==> config.mk <==
export PLATFORM = sky130hd
export DESIGN_NAME = text_display_control_parser_unit
export DESIGN_NICKNAME = d
export VERILOG_FILES = /design/src/rtl/tdcp_pkg.sv /design/src/rtl/tdcp_decode.sv /design/src/rtl/tdcp_emit.sv /design/src/rtl/text_display_control_parser_unit.sv
export SDC_FILE = /design/constraint.sdc
export NUM_CORES = 1
export LEC_CHECK = 0
export BUFFER_PORTS_ARGS = -buffer_cell sky130_fd_sc_hd__buf_2
export CAP_MARGIN = 30
export CORE_ASPECT_RATIO = 1.4
export CORE_MARGIN = 2
export CORE_UTILIZATION = 53
export DETAILED_ROUTE_END_ITERATION = 6
export GPL_ROUTABILITY_DRIVEN = 0
export PLACE_DENSITY = 0.72
export REMOVE_ABC_BUFFERS = 1
export SYNTH_ARGS = -nofsm -noshare
export SYNTH_HDL_FRONTEND = slang
export SYNTH_SLANG_ARGS = --single-unit
==> constraint.sdc <==
create_clock -name clock -period 2.6 [get_ports clock]
set_clock_uncertainty 0.05 [all_clocks]
set_input_delay 0.13 -clock clock [delete_from_list [all_inputs] [get_ports clock]]
set_output_delay 0.13 -clock clock [all_outputs]
set_load 0.01 [all_outputs]
==> src/rtl/tdcp_pkg.sv <==
// -----------------------------------------------------------------------------
// Text display control parser package
// Shared codes, the write plan type and the position command helper.
// -----------------------------------------------------------------------------
package tdcp_pkg;

   // Default number of character cells in one display row.
   localparam int ROW_WIDTH_DEFAULT = 16;

   // Display command codes.
   localparam logic [7:0] CMD_CLEAR = 8'h01;
   localparam logic [7:0] CMD_POS   = 8'h80;

   // Received character codes with special meaning.
   localparam logic [7:0] CH_NUL   = 8'h00;
   localparam logic [7:0] CH_LINE  = 8'h11;
   localparam logic [7:0] CH_COL   = 8'h12;
   localparam logic [7:0] CH_CR    = 8'h0D;
   localparam logic [7:0] CH_LF    = 8'h0A;
   localparam logic [7:0] CH_SPACE = 8'h20;

   // Leading writes of one received byte; the run of spaces travels beside it.
   typedef struct packed {
      logic       head_valid;
      logic       head_is_data;
      logic [7:0] head_byte;
      logic       mid_valid;
      logic [7:0] mid_byte;
   } plan_type;

   // Position command for a line and column, kept to eight bits.
   function automatic logic [7:0] pos_byte(input logic [7:0] line, input logic [7:0] col);
      pos_byte = CMD_POS | {line[2:0], 5'b0} | col;
   endfunction

endpackage

==> src/rtl/tdcp_decode.sv <==
// -----------------------------------------------------------------------------
// Text display control parser decoder
// Holds the parser state and turns one byte into a plan of display writes.
// -----------------------------------------------------------------------------
module tdcp_decode
   import tdcp_pkg::*;
#(
   parameter int ROW_WIDTH = ROW_WIDTH_DEFAULT,
   parameter int SPACE_W   = $clog2(ROW_WIDTH + 1)
) (
   input  logic               clock,
   input  logic               reset,
   input  logic [7:0]         rx_byte,
   input  logic               take,
   output plan_type           plan,
   output logic [SPACE_W-1:0] plan_spaces
);

   logic [7:0] prev_ff, prev_in;
   logic       esc_ff, esc_in;
   logic [7:0] line_ff, line_in;
   logic [7:0] col_ff, col_in;

   // Escape pairs first, then the ordinary character rules.
   always_comb begin
      prev_in     = rx_byte;
      esc_in      = 1'b0;
      line_in     = line_ff;
      col_in      = col_ff;
      plan        = '0;
      plan_spaces = '0;
      if (!esc_ff && prev_ff == CH_NUL && rx_byte == CH_NUL) begin
         line_in         = 8'h00;
         col_in          = 8'h00;
         esc_in          = 1'b1;
         plan.head_valid = 1'b1;
         plan.head_byte  = CMD_CLEAR;
         plan.mid_valid  = 1'b1;
         plan.mid_byte   = pos_byte(8'h00, 8'h00);
      end else if (!esc_ff && prev_ff == CH_LINE) begin
         line_in         = rx_byte;
         col_in          = 8'h00;
         esc_in          = 1'b1;
         plan.head_valid = 1'b1;
         plan.head_byte  = pos_byte(rx_byte, 8'h00);
      end else if (!esc_ff && prev_ff == CH_COL) begin
         col_in          = rx_byte;
         esc_in          = 1'b1;
         plan.head_valid = 1'b1;
         plan.head_byte  = pos_byte(line_ff, rx_byte);
      end else if (rx_byte == CH_CR || rx_byte == CH_NUL) begin
         plan.head_valid = 1'b1;
         plan.head_byte  = pos_byte(line_ff, col_ff);
         if (col_ff < 8'(ROW_WIDTH)) begin
            plan_spaces = SPACE_W'(9'(ROW_WIDTH) - {1'b0, col_ff});
         end
      end else if (rx_byte == CH_LINE || rx_byte == CH_COL) begin
         // An escape opener writes nothing until its argument arrives.
         plan.head_valid = 1'b0;
      end else if (rx_byte == CH_LF) begin
         if (prev_ff == CH_CR && line_ff == 8'h00) begin
            line_in         = 8'h01;
            col_in          = 8'h00;
            plan.head_valid = 1'b1;
            plan.head_byte  = pos_byte(8'h01, 8'h00);
         end
      end else begin
         col_in            = col_ff + 8'h01;
         plan.head_valid   = 1'b1;
         plan.head_is_data = 1'b1;
         plan.head_byte    = rx_byte;
      end
   end

   // Parser state advances once per byte handed to the emitter.
   always_ff @(posedge clock) begin
      if (reset) begin
         prev_ff <= 8'h00;
         esc_ff  <= 1'b0;
         line_ff <= 8'h00;
         col_ff  <= 8'h00;
      end else if (take) begin
         prev_ff <= prev_in;
         esc_ff  <= esc_in;
         line_ff <= line_in;
         col_ff  <= col_in;
      end
   end

endmodule

==> src/rtl/tdcp_emit.sv <==
// -----------------------------------------------------------------------------
// Text display control parser emitter
// Result register that plays out a plan's writes, one per cycle unless stalled.
// -----------------------------------------------------------------------------
module tdcp_emit
   import tdcp_pkg::*;
#(
   parameter int ROW_WIDTH = ROW_WIDTH_DEFAULT,
   parameter int SPACE_W   = $clog2(ROW_WIDTH + 1)
) (
   input  logic               clock,
   input  logic               reset,
   input  logic               plan_valid,
   input  plan_type           plan,
   input  logic [SPACE_W-1:0] plan_spaces,
   output logic               load_ready,
   output logic               rsp_tvalid,
   input  logic               rsp_tready,
   output logic [7:0]         rsp_tdata,
   output logic               rsp_tuser,
   output logic               rsp_tlast
);

   logic               valid_ff, valid_in;
   logic [7:0]         byte_ff, byte_in;
   logic               data_ff, data_in;
   logic               last_ff, last_in;
   logic               mid_ff, mid_in;
   logic [7:0]         mid_byte_ff, mid_byte_in;
   logic [SPACE_W-1:0] spaces_ff, spaces_in;
   logic               out_free;
   logic               pend_any;

   assign out_free   = !valid_ff || rsp_tready;
   assign pend_any   = mid_ff || (spaces_ff != '0);
   assign load_ready = out_free && !pend_any;

   // Pending writes go out before a new plan is taken.
   always_comb begin
      valid_in    = valid_ff;
      byte_in     = byte_ff;
      data_in     = data_ff;
      last_in     = last_ff;
      mid_in      = mid_ff;
      mid_byte_in = mid_byte_ff;
      spaces_in   = spaces_ff;
      if (out_free) begin
         priority if (mid_ff) begin
            valid_in = 1'b1;
            data_in  = 1'b0;
            byte_in  = mid_byte_ff;
            last_in  = (spaces_ff == '0);
            mid_in   = 1'b0;
         end else if (spaces_ff != '0) begin
            valid_in  = 1'b1;
            data_in   = 1'b1;
            byte_in   = CH_SPACE;
            last_in   = (spaces_ff == SPACE_W'(1));
            spaces_in = spaces_ff - SPACE_W'(1);
         end else if (plan_valid) begin
            valid_in    = plan.head_valid;
            data_in     = plan.head_is_data;
            byte_in     = plan.head_byte;
            last_in     = !plan.mid_valid && (plan_spaces == '0);
            mid_in      = plan.mid_valid;
            mid_byte_in = plan.mid_byte;
            spaces_in   = plan_spaces;
         end else begin
            valid_in = 1'b0;
         end
      end
   end

   // Control state.
   always_ff @(posedge clock) begin
      if (reset) begin
         valid_ff  <= 1'b0;
         mid_ff    <= 1'b0;
         spaces_ff <= '0;
      end else begin
         valid_ff  <= valid_in;
         mid_ff    <= mid_in;
         spaces_ff <= spaces_in;
      end
   end

   // Payload registers.
   always_ff @(posedge clock) begin
      byte_ff     <= byte_in;
      data_ff     <= data_in;
      last_ff     <= last_in;
      mid_byte_ff <= mid_byte_in;
   end

   assign rsp_tvalid = valid_ff;
   assign rsp_tdata  = byte_ff;
   assign rsp_tuser  = data_ff;
   assign rsp_tlast  = last_ff;

endmodule

==> src/rtl/text_display_control_parser_unit.sv <==
// -----------------------------------------------------------------------------
// Text display control parser unit
// Turns received serial bytes into character display command and data writes.
// -----------------------------------------------------------------------------
// Usage:
// The req_ channel takes one received byte per transfer. The rsp_ channel
// gives the display writes it causes: rsp_tuser is 1 for a character and 0
// for a command, rsp_tlast marks the final write of that byte. A byte that
// causes no write produces no transfer at all.
// A byte goes into an input register, is decoded combinationally from it,
// and its first write is registered in the result register. Writes then
// leave one per cycle unless rsp_tready is low; most bytes cause one write,
// a blank-line run up to ROW_WIDTH + 1, and the single write slot of the
// result register keeps the next byte waiting until the last of these leaves.
// When rsp_tready is low the result register holds its write, the input
// register still takes one more byte, and req_tready then drops until the
// pending writes drain. Reset clears line, column, previous byte and the
// escape flag to zero and empties both registers.
// -----------------------------------------------------------------------------
module text_display_control_parser_unit
   import tdcp_pkg::*;
#(
   parameter int ROW_WIDTH = ROW_WIDTH_DEFAULT
) (
   input  logic       clock,
   input  logic       reset,
   input  logic       req_tvalid,
   output logic       req_tready,
   input  logic [7:0] req_tdata,   // [7:0] rx_byte
   output logic       rsp_tvalid,
   input  logic       rsp_tready,
   output logic [7:0] rsp_tdata,   // [7:0] out_byte
   output logic       rsp_tuser,   // [0] is_data
   output logic       rsp_tlast
);

   localparam int SPACE_W = $clog2(ROW_WIDTH + 1);

   logic               in_valid_ff, in_valid_in;
   logic [7:0]         in_byte_ff, in_byte_in;
   logic               load_ready;
   logic               take;
   plan_type           plan;
   logic [SPACE_W-1:0] plan_spaces;

   assign take       = in_valid_ff && load_ready;
   assign req_tready = !in_valid_ff || load_ready;

   // Input register: refilled whenever its byte moves on.
   always_comb begin
      in_valid_in = in_valid_ff;
      in_byte_in  = in_byte_ff;
      if (req_tready) begin
         in_valid_in = req_tvalid;
         in_byte_in  = req_tdata;
      end
   end

   always_ff @(posedge clock) begin
      if (reset) begin
         in_valid_ff <= 1'b0;
      end else begin
         in_valid_ff <= in_valid_in;
      end
   end

   always_ff @(posedge clock) begin
      in_byte_ff <= in_byte_in;
   end

   tdcp_decode #(
      .ROW_WIDTH (ROW_WIDTH),
      .SPACE_W   (SPACE_W)
   ) u_decode (
      .clock       (clock),
      .reset       (reset),
      .rx_byte     (in_byte_ff),
      .take        (take),
      .plan        (plan),
      .plan_spaces (plan_spaces)
   );

   tdcp_emit #(
      .ROW_WIDTH (ROW_WIDTH),
      .SPACE_W   (SPACE_W)
   ) u_emit (
      .clock       (clock),
      .reset       (reset),
      .plan_valid  (in_valid_ff),
      .plan        (plan),
      .plan_spaces (plan_spaces),
      .load_ready  (load_ready),
      .rsp_tvalid  (rsp_tvalid),
      .rsp_tready  (rsp_tready),
      .rsp_tdata   (rsp_tdata),
      .rsp_tuser   (rsp_tuser),
      .rsp_tlast   (rsp_tlast)
   );

endmodule

==> impl_metrics.csv, run 1 <==
group,metric,value,unit
detailed_routing,first_pass_iters,5,
setup_path,critical_path_required,2.79,ns
cts,h-tree-depth,2,
sta,drv_slew,0,
cts,cts_root_buffer,"clkbuf_8",
status,status,"finished, final reports clean",
yosys,yosys-top-cells-area,"dfxtp_1 24%, edfxtp_1 20%, a21oi_1 6.4%",
hold_path,worstHoldPathCells,4,
power,leakage,1.22,nW
yosys,synth_top_flop_cell,"dfxtp_1",
cts,clock_latency,0.31,ns
yosys,synth_top_area_frac,0.236,
sta,fin_ws,0.146,ns
cells_and_area,layout-drive-gt1-share,0.172,
cells_and_area,fill_cells,433,
sta,rsz0062_at_grt,"false",
cts,clockBufferDepth,2,
sta,fin_setup_tns,0,ns
detailed_routing,routedWlPerCell,16.9,µm
setup_path,r2r_end,"u_decode.line_ff[1]$_SDFFE_PP0P_",
global_routing,grt_pass1_wl,12.2,mm
yosys,netlist_area,2810,µm²
global_routing,grt_usage,0.267,
cells_and_area,area_growth,17.8,%
detailed_routing,drt_iter0_markers,327,
die,core_area,5160,µm²
cells_and_area,nets,394,
sta,report.final.hold_viol_count,0,
detailed_routing,via_per_inst,6.07,
die,dieWidth,65.5,µm
yosys,synthArstFlopShare,0,
placed_design,port_buffers,23,
power,p_per_area,824,nW/µm²
yosys,synth_warnings,0,
global_routing,grt_pass1_vias,2636,
sta,clock.fmax,407,MHz
yosys,synth_edf_count,19,
setup_path,end_kind,"flip-flop",
power,ir_drop,0.435,mV
yosys,syn_area_per_cell,8.32,µm²
die,fp.dieH,90.1,µm
global_routing,antenna_found_initial,0,
global_routing,overflow,0,
detailed_routing,remaining_drc_errors,0,
cells_and_area,antenna_cells,0,
cells_and_area,layout_common_cells,"48 x nand2_1, 36 x a21oi_1, 33 x dfxtp_1",
setup_path,arrival,2.64,ns
cts,path_clk_slew,0.09,ns
job,maxCapViolations,0,
hold_path,min_path_type,"in -> reg",
detailed_routing,wl,7.54,mm
die,ios,24,
cts,post_cts_buffers,0,
cts,numCtsBuffers,5,
setup_path,worstRegToRegCells,6,
detailed_routing,antenna_left,0,
placed_design,place_ws,0.120,ns
setup_path,r2r-start,"in_byte_ff[7]$_DFFE_PP_",
detailed_routing,vias,2702,
placed_design,dp_hpwl,5.45,mm
sta,fin_crit_sh,0.944,
cells_and_area,final_common_cell,"nand2_1",
sta,finalSetupViolations,0,
setup_path,crit_type,"reg -> reg",
yosys,yosysTopAreaCell,"dfxtp_1",
hold_path,hp-start,"rsp_tready",
die,die-area,5900,µm²
setup_path,startpoint_type,"flip-flop",
sta,fin_crit,2.45,ns
die,start_util,0.544,
cts,cts_tree,"done",
sta,tightest_slew,0.605,ns
yosys,synth-seq-cells,52,
yosys,seq_area_frac_synth,0.439,
hold_path,worstHoldEndpoint,"u_emit.mid_ff$_SDFFE_PP0N_",
setup_path,critPathMaxFanout,10,
die,num_rows,31,
global_routing,grt_max_degree,35,
yosys,postSynthCellCount,337,
sta,slew_headroom,0.597,
yosys,synth_cell_types,53,
setup_path,rrSetupSlack,0.15,ns
cts,clock-sinks,52,
Yosys cell counts (2+ instances only):
| cell | n |
|---|---|
| a211o_1 | 3 |
| a211oi_1 | 3 |
| a21oi_1 | 36 |
| a22oi_1 | 4 |
| a311oi_1 | 2 |
| a31oi_1 | 2 |
| a32oi_1 | 4 |
| and2_1 | 3 |
| and3_1 | 5 |
| buf_1 | 2 |
| clkbuf_1 | 21 |
| dfxtp_1 | 33 |
| edfxtp_1 | 19 |
| ha_1 | 4 |
| inv_1 | 13 |
| nand2_1 | 48 |
| nand2b_1 | 4 |
| nand3_1 | 18 |
| nand4_1 | 2 |
| nand4b_1 | 4 |
| nor2_1 | 20 |
| nor3_1 | 14 |
| nor4_1 | 5 |
| nor4b_1 | 2 |
| o211ai_1 | 3 |
| o21ai_0 | 19 |
| o21ai_1 | 2 |
| o22ai_1 | 3 |
| or2_2 | 2 |
| or3_1 | 4 |
| or4_1 | 2 |
| xnor2_1 | 8 |
| xor2_1 | 3 |
logic make-up after synthesis:
| kind of cell | count (synthesis) | synth area share |
|---|---|---|
| AOI/OAI and AO/OA | 92 | 0.203 |
| adders and majority gates | 4 | 0.0178 |
| and+or+nand+nor | 141 | 0.256 |
| DFF | 52 | 0.439 |
| buffers and inverters | 37 | 0.0500 |
| xor gates and xnor gates | 11 | 0.0343 |
worst max path at each step:
stage / from / endpoint / slack, ns / depth (start not counted)
global placement: in_byte_ff[7]$_DFFE_PP_ / u_decode.col_ff[0]$_SDFFE_PP0P_ / 0.13 / 8
finish: in_byte_ff[7]$_DFFE_PP_ / u_decode.line_ff[1]$_SDFFE_PP0P_ / 0.15 / 6
floorplan: u_emit.spaces_ff[0]$_SDFFE_PP0P_ / u_decode.col_ff[5]$_SDFFE_PP0P_ / 0.04 / 8
CTS: in_byte_ff[7]$_DFFE_PP_ / u_decode.col_ff[0]$_SDFFE_PP0P_ / 0.11 / 8
detailed placement: in_byte_ff[7]$_DFFE_PP_ / u_decode.col_ff[4]$_SDFFE_PP0P_ / 0.12 / 7
global route: in_byte_ff[7]$_DFFE_PP_ / u_emit.spaces_ff[3]$_SDFFE_PP0P_ / 0.02 / 7
cell type report:
class	count	area, µm²	share of cell area
sequential	52	1230	0.373
tap	66	82.6	0.0250
multi-input combinational	248	1460	0.441
clock buffer	6	72.6	0.0220
timing repair buffer	58	400	0.121
inverter	13	48.8	0.0148
clock inverter	2	12.5	0.00379
routing by layer:
layer / vias to the layer above / GRT usage / share of wire
li1: 1295 / - / -
met1: 1231 / 0.305 / 0.37
met2: 137 / 0.454 / 0.51
met3: 39 / 0.0426 / 0.066
met4: 0 / 0.160 / 0.050
met5: - / 0 / 0
timing repair:
item	in CTS	in global routing
hold endpoints to repair	9	0
endpoints found under the setup margin	0	5
gates resized for setup	0	3
hold buffers	9	0
stage by stage:
step                      cell area, µm²  cells   util  hold WS, ns  power (mW)
final                               3300    445  0.640        0.185        2.72
after global routing                3300    445  0.640        0.193        2.91
after CTS                           3280    445  0.636        0.194        2.71
after detailed placement            3110    428  0.602        0.258        2.26
after global placement              3110    428  0.602        0.256        2.23
after floorplan                     2710    313      -        0.149        1.86
where the power goes:
group / total, mW / switching, mW / internal [mW]
sequential: 1.17 / 0.104 / 1.07
clock: 0.451 / 0.262 / 0.189
combinational: 1.10 / 0.673 / 0.427
state kept, by name (all words and copies together), names as in the netlist, 5 cells and up:
register / flops
u_decode.prev_ff: 8
u_decode.line_ff: 8
u_emit.spaces_ff: 5
in_byte_ff: 8
u_decode.col_ff: 8
u_emit.rsp_tdata: 8
critical path: stages (launching register included):
cell and delay, ns:
edfxtp_1 0.39, or4_4 0.56, or4_1 0.56, nor3_4 0.20, a21oi_2 0.12, or3_1 0.37
a21oi_1 0.14
Power figures use the tool's default switching activity.
==> inputs of run 2 (changes only) <==
--- a/config.mk
+++ b/config.mk
@@ -7,11 +7,12 @@
 export LEC_CHECK = 0
 export BUFFER_PORTS_ARGS = -buffer_cell sky130_fd_sc_hd__buf_2
 export CAP_MARGIN = 30
-export CORE_ASPECT_RATIO = 1.4
+export CORE_ASPECT_RATIO = 1.2
 export CORE_MARGIN = 2
 export CORE_UTILIZATION = 53
 export DETAILED_ROUTE_END_ITERATION = 6
 export GPL_ROUTABILITY_DRIVEN = 0
+export HOLD_SLACK_MARGIN = 0.1
 export PLACE_DENSITY = 0.72
 export REMOVE_ABC_BUFFERS = 1
 export SYNTH_ARGS = -nofsm -noshare
==> run 2 against run 1 <==
Compared with the run above:
- setup slack worse by 0.0074 ns
- core utilization is 1.1 points lower
- hold slack worse by 0.013 ns
- critical path type unchanged
- largest cell class unchanged
==> impl_metrics.csv, run 2 (same netlist as run 1, synthesis figures left out) <==
group,metric,value,unit
power,ir_drop,0.503,mV
sta,finalSetupViolations,0,
placed_design,place_ws,0.107,ns
setup_path,arrival,2.64,ns
sta,slew_headroom,0.570,
power,combPwrFrac,0.397,
power,leakage,1.20,nW
cts,post_cts_buffers,0,
power,p_sw_frac,0.378,
die,core_area,5190,µm²
placed_design,port_buffers,23,
detailed_routing,first_pass_iters,4,
sta,fin_crit_sh,0.947,
cells_and_area,final_common_cell,"nand2_1",
setup_path,startpoint_type,"flip-flop",
global_routing,grt_usage,0.251,
hold_path,min_path_type,"in -> reg",
power,p_clk_frac,0.176,
setup_path,crit_type,"reg -> reg",
die,start_util,0.541,
power,p_switching,1.03,mW
setup_path,crit_end,"u_decode.line_ff[1]$_SDFFE_PP0P_",
global_routing,grt_pass1_wl,11.8,mm
detailed_routing,remaining_drc_errors,0,
cts,cts_tree,"done",
die,dieWidth,70.4,µm
setup_path,end_kind,"flip-flop",
die,ios,24,
setup_path,r2r_end,"u_decode.line_ff[1]$_SDFFE_PP0P_",
setup_path,worstRegToRegCells,6,
cells_and_area,layout_common_cells,"48 x nand2_1, 36 x a21oi_1, 33 x dfxtp_1",
setup_path,r2r-start,"in_byte_ff[7]$_DFFE_PP_",
cells_and_area,antenna_cells,0,
die,fp.dieH,83.7,µm
placed_design,dp_hpwl,5.09,mm
detailed_routing,routedWlPerCell,16.5,µm
die,num_rows,29,
sta,tightest_slew,0.645,ns
cells_and_area,area_growth,16.4,%
status,status,"finished, final reports clean",
cts,path_clk_slew,0.09,ns
job,maxCapViolations,0,
power,intPower,1.71,mW
global_routing,antenna_found_initial,0,
global_routing,grt_max_degree,35,
sta,fin_ws,0.138,ns
cts,cts_root_buffer,"clkbuf_8",
setup_path,critical_path_required,2.78,ns
cts,h-tree-depth,2,
detailed_routing,via_per_inst,6.09,
power,p_seq_frac,0.427,
cts,clock-sinks,52,
detailed_routing,wl,7.21,mm
sta,rsz0062_at_grt,"false",
die,die-area,5890,µm²
cells_and_area,nets,390,
global_routing,overflow,0,
detailed_routing,antenna_left,0,
sta,fin_setup_tns,0,ns
setup_path,rrSetupSlack,0.14,ns
detailed_routing,vias,2663,
cts,clock_latency,0.31,ns
sta,clock.fmax,406,MHz
cts,clockBufferDepth,2,
global_routing,grt_pass1_vias,2482,
setup_path,crit_start,"in_byte_ff[7]$_DFFE_PP_",
sta,report.final.hold_viol_count,0,
cts,numCtsBuffers,5,
cells_and_area,layout-drive-gt1-share,0.160,
power,p_per_area,839,nW/µm²
detailed_routing,drt_iter0_markers,272,
sta,fin_crit,2.46,ns
sta,drv_slew,0,
setup_path,critPathMaxFanout,10,
==> run 2: cell count changes in the layout (fill, tap and decap cells not counted), sizes merged <==
cell | previous run | this run
clkinvlp | 1 | 0
buf | 49 | 45
clkinv | 1 | 0
clkbuf | 6 | 8
==> run 2: power groups by stage <==
| stage | registers, mW | clock network, mW | logic, mW |
|---|---|---|---|
| 6_report | 1.17 | 0.482 | 1.09 |
| 5_1_grt | 1.19 | 0.521 | 1.20 |
| 4_1_cts | 1.17 | 0.488 | 1.07 |
| 3_5_place_dp | 1.19 | 0 | 1.06 |
| 3_3_place_gp | 1.18 | 0 | 1.04 |
| 2_1_floorplan | 1.23 | 0 | 0.628 |
==> run 2: through the flow <==
stage               cells  utilization  hold slack, ns  instance area [µm²]  total power [mW]
finish                437        0.629           0.173                 3270              2.74
detailed placement    420        0.592           0.258                 3070              2.25
global placement      420        0.592           0.257                 3070              2.22
global route          437        0.629           0.216                 3270              2.91
floorplan             313            -           0.149                 2710              1.86
CTS                   437        0.627           0.174                 3250              2.73
==> run 2: layout make-up <==
cell class / count / area [µm²]
clock buffers: 8 / 90.1
well taps: 62 / 77.6
repair buffers: 54 / 370
fillers: 469 / 1920
flip-flops and latches: 52 / 1230
multi-input cells: 248 / 1450
inverters: 13 / 48.8
==> run 2: per-layer routing <==
layer	up-vias	wire length, µm	GRT usage
li1	1293	-	-
met1	1231	2940	0.317
met2	124	3610	0.430
met3	15	514	0.0459
met4	0	138	0.0822
met5	-	0	0
==> run 2: timing repair <==
action	4_1_cts	5_1_grt
hold endpoints to repair	9	0
gates resized for setup	0	3
setup endpoints to repair	0	1
hold buffers	9	0
==> run 2: how the worst min path moves through the flow <==
stage                       startpoint                    endpoint  slack (ns)  cells after the start
final                       rsp_tready  u_emit.mid_ff$_SDFFE_PP0N_        0.17                      4
after global routing        rsp_tready  u_emit.mid_ff$_SDFFE_PP0N_        0.22                      4
after CTS                   rsp_tready  u_emit.mid_ff$_SDFFE_PP0N_        0.17                      4
after detailed placement  req_tdata[4]     in_byte_ff[4]$_DFFE_PP_        0.26                      1
after global placement    req_tdata[3]     in_byte_ff[3]$_DFFE_PP_        0.26                      1
after floorplan                  reset    in_valid_ff$_SDFFE_PP0P_        0.15                      1
==> run 2: worst max-delay path: stages (launching register included) <==
cell and delay, ns:
edfxtp_1 0.39, or4_4 0.56, or4_1 0.55, nor3_4 0.20
a21oi_2 0.12, or3_1 0.37, a21oi_1 0.15
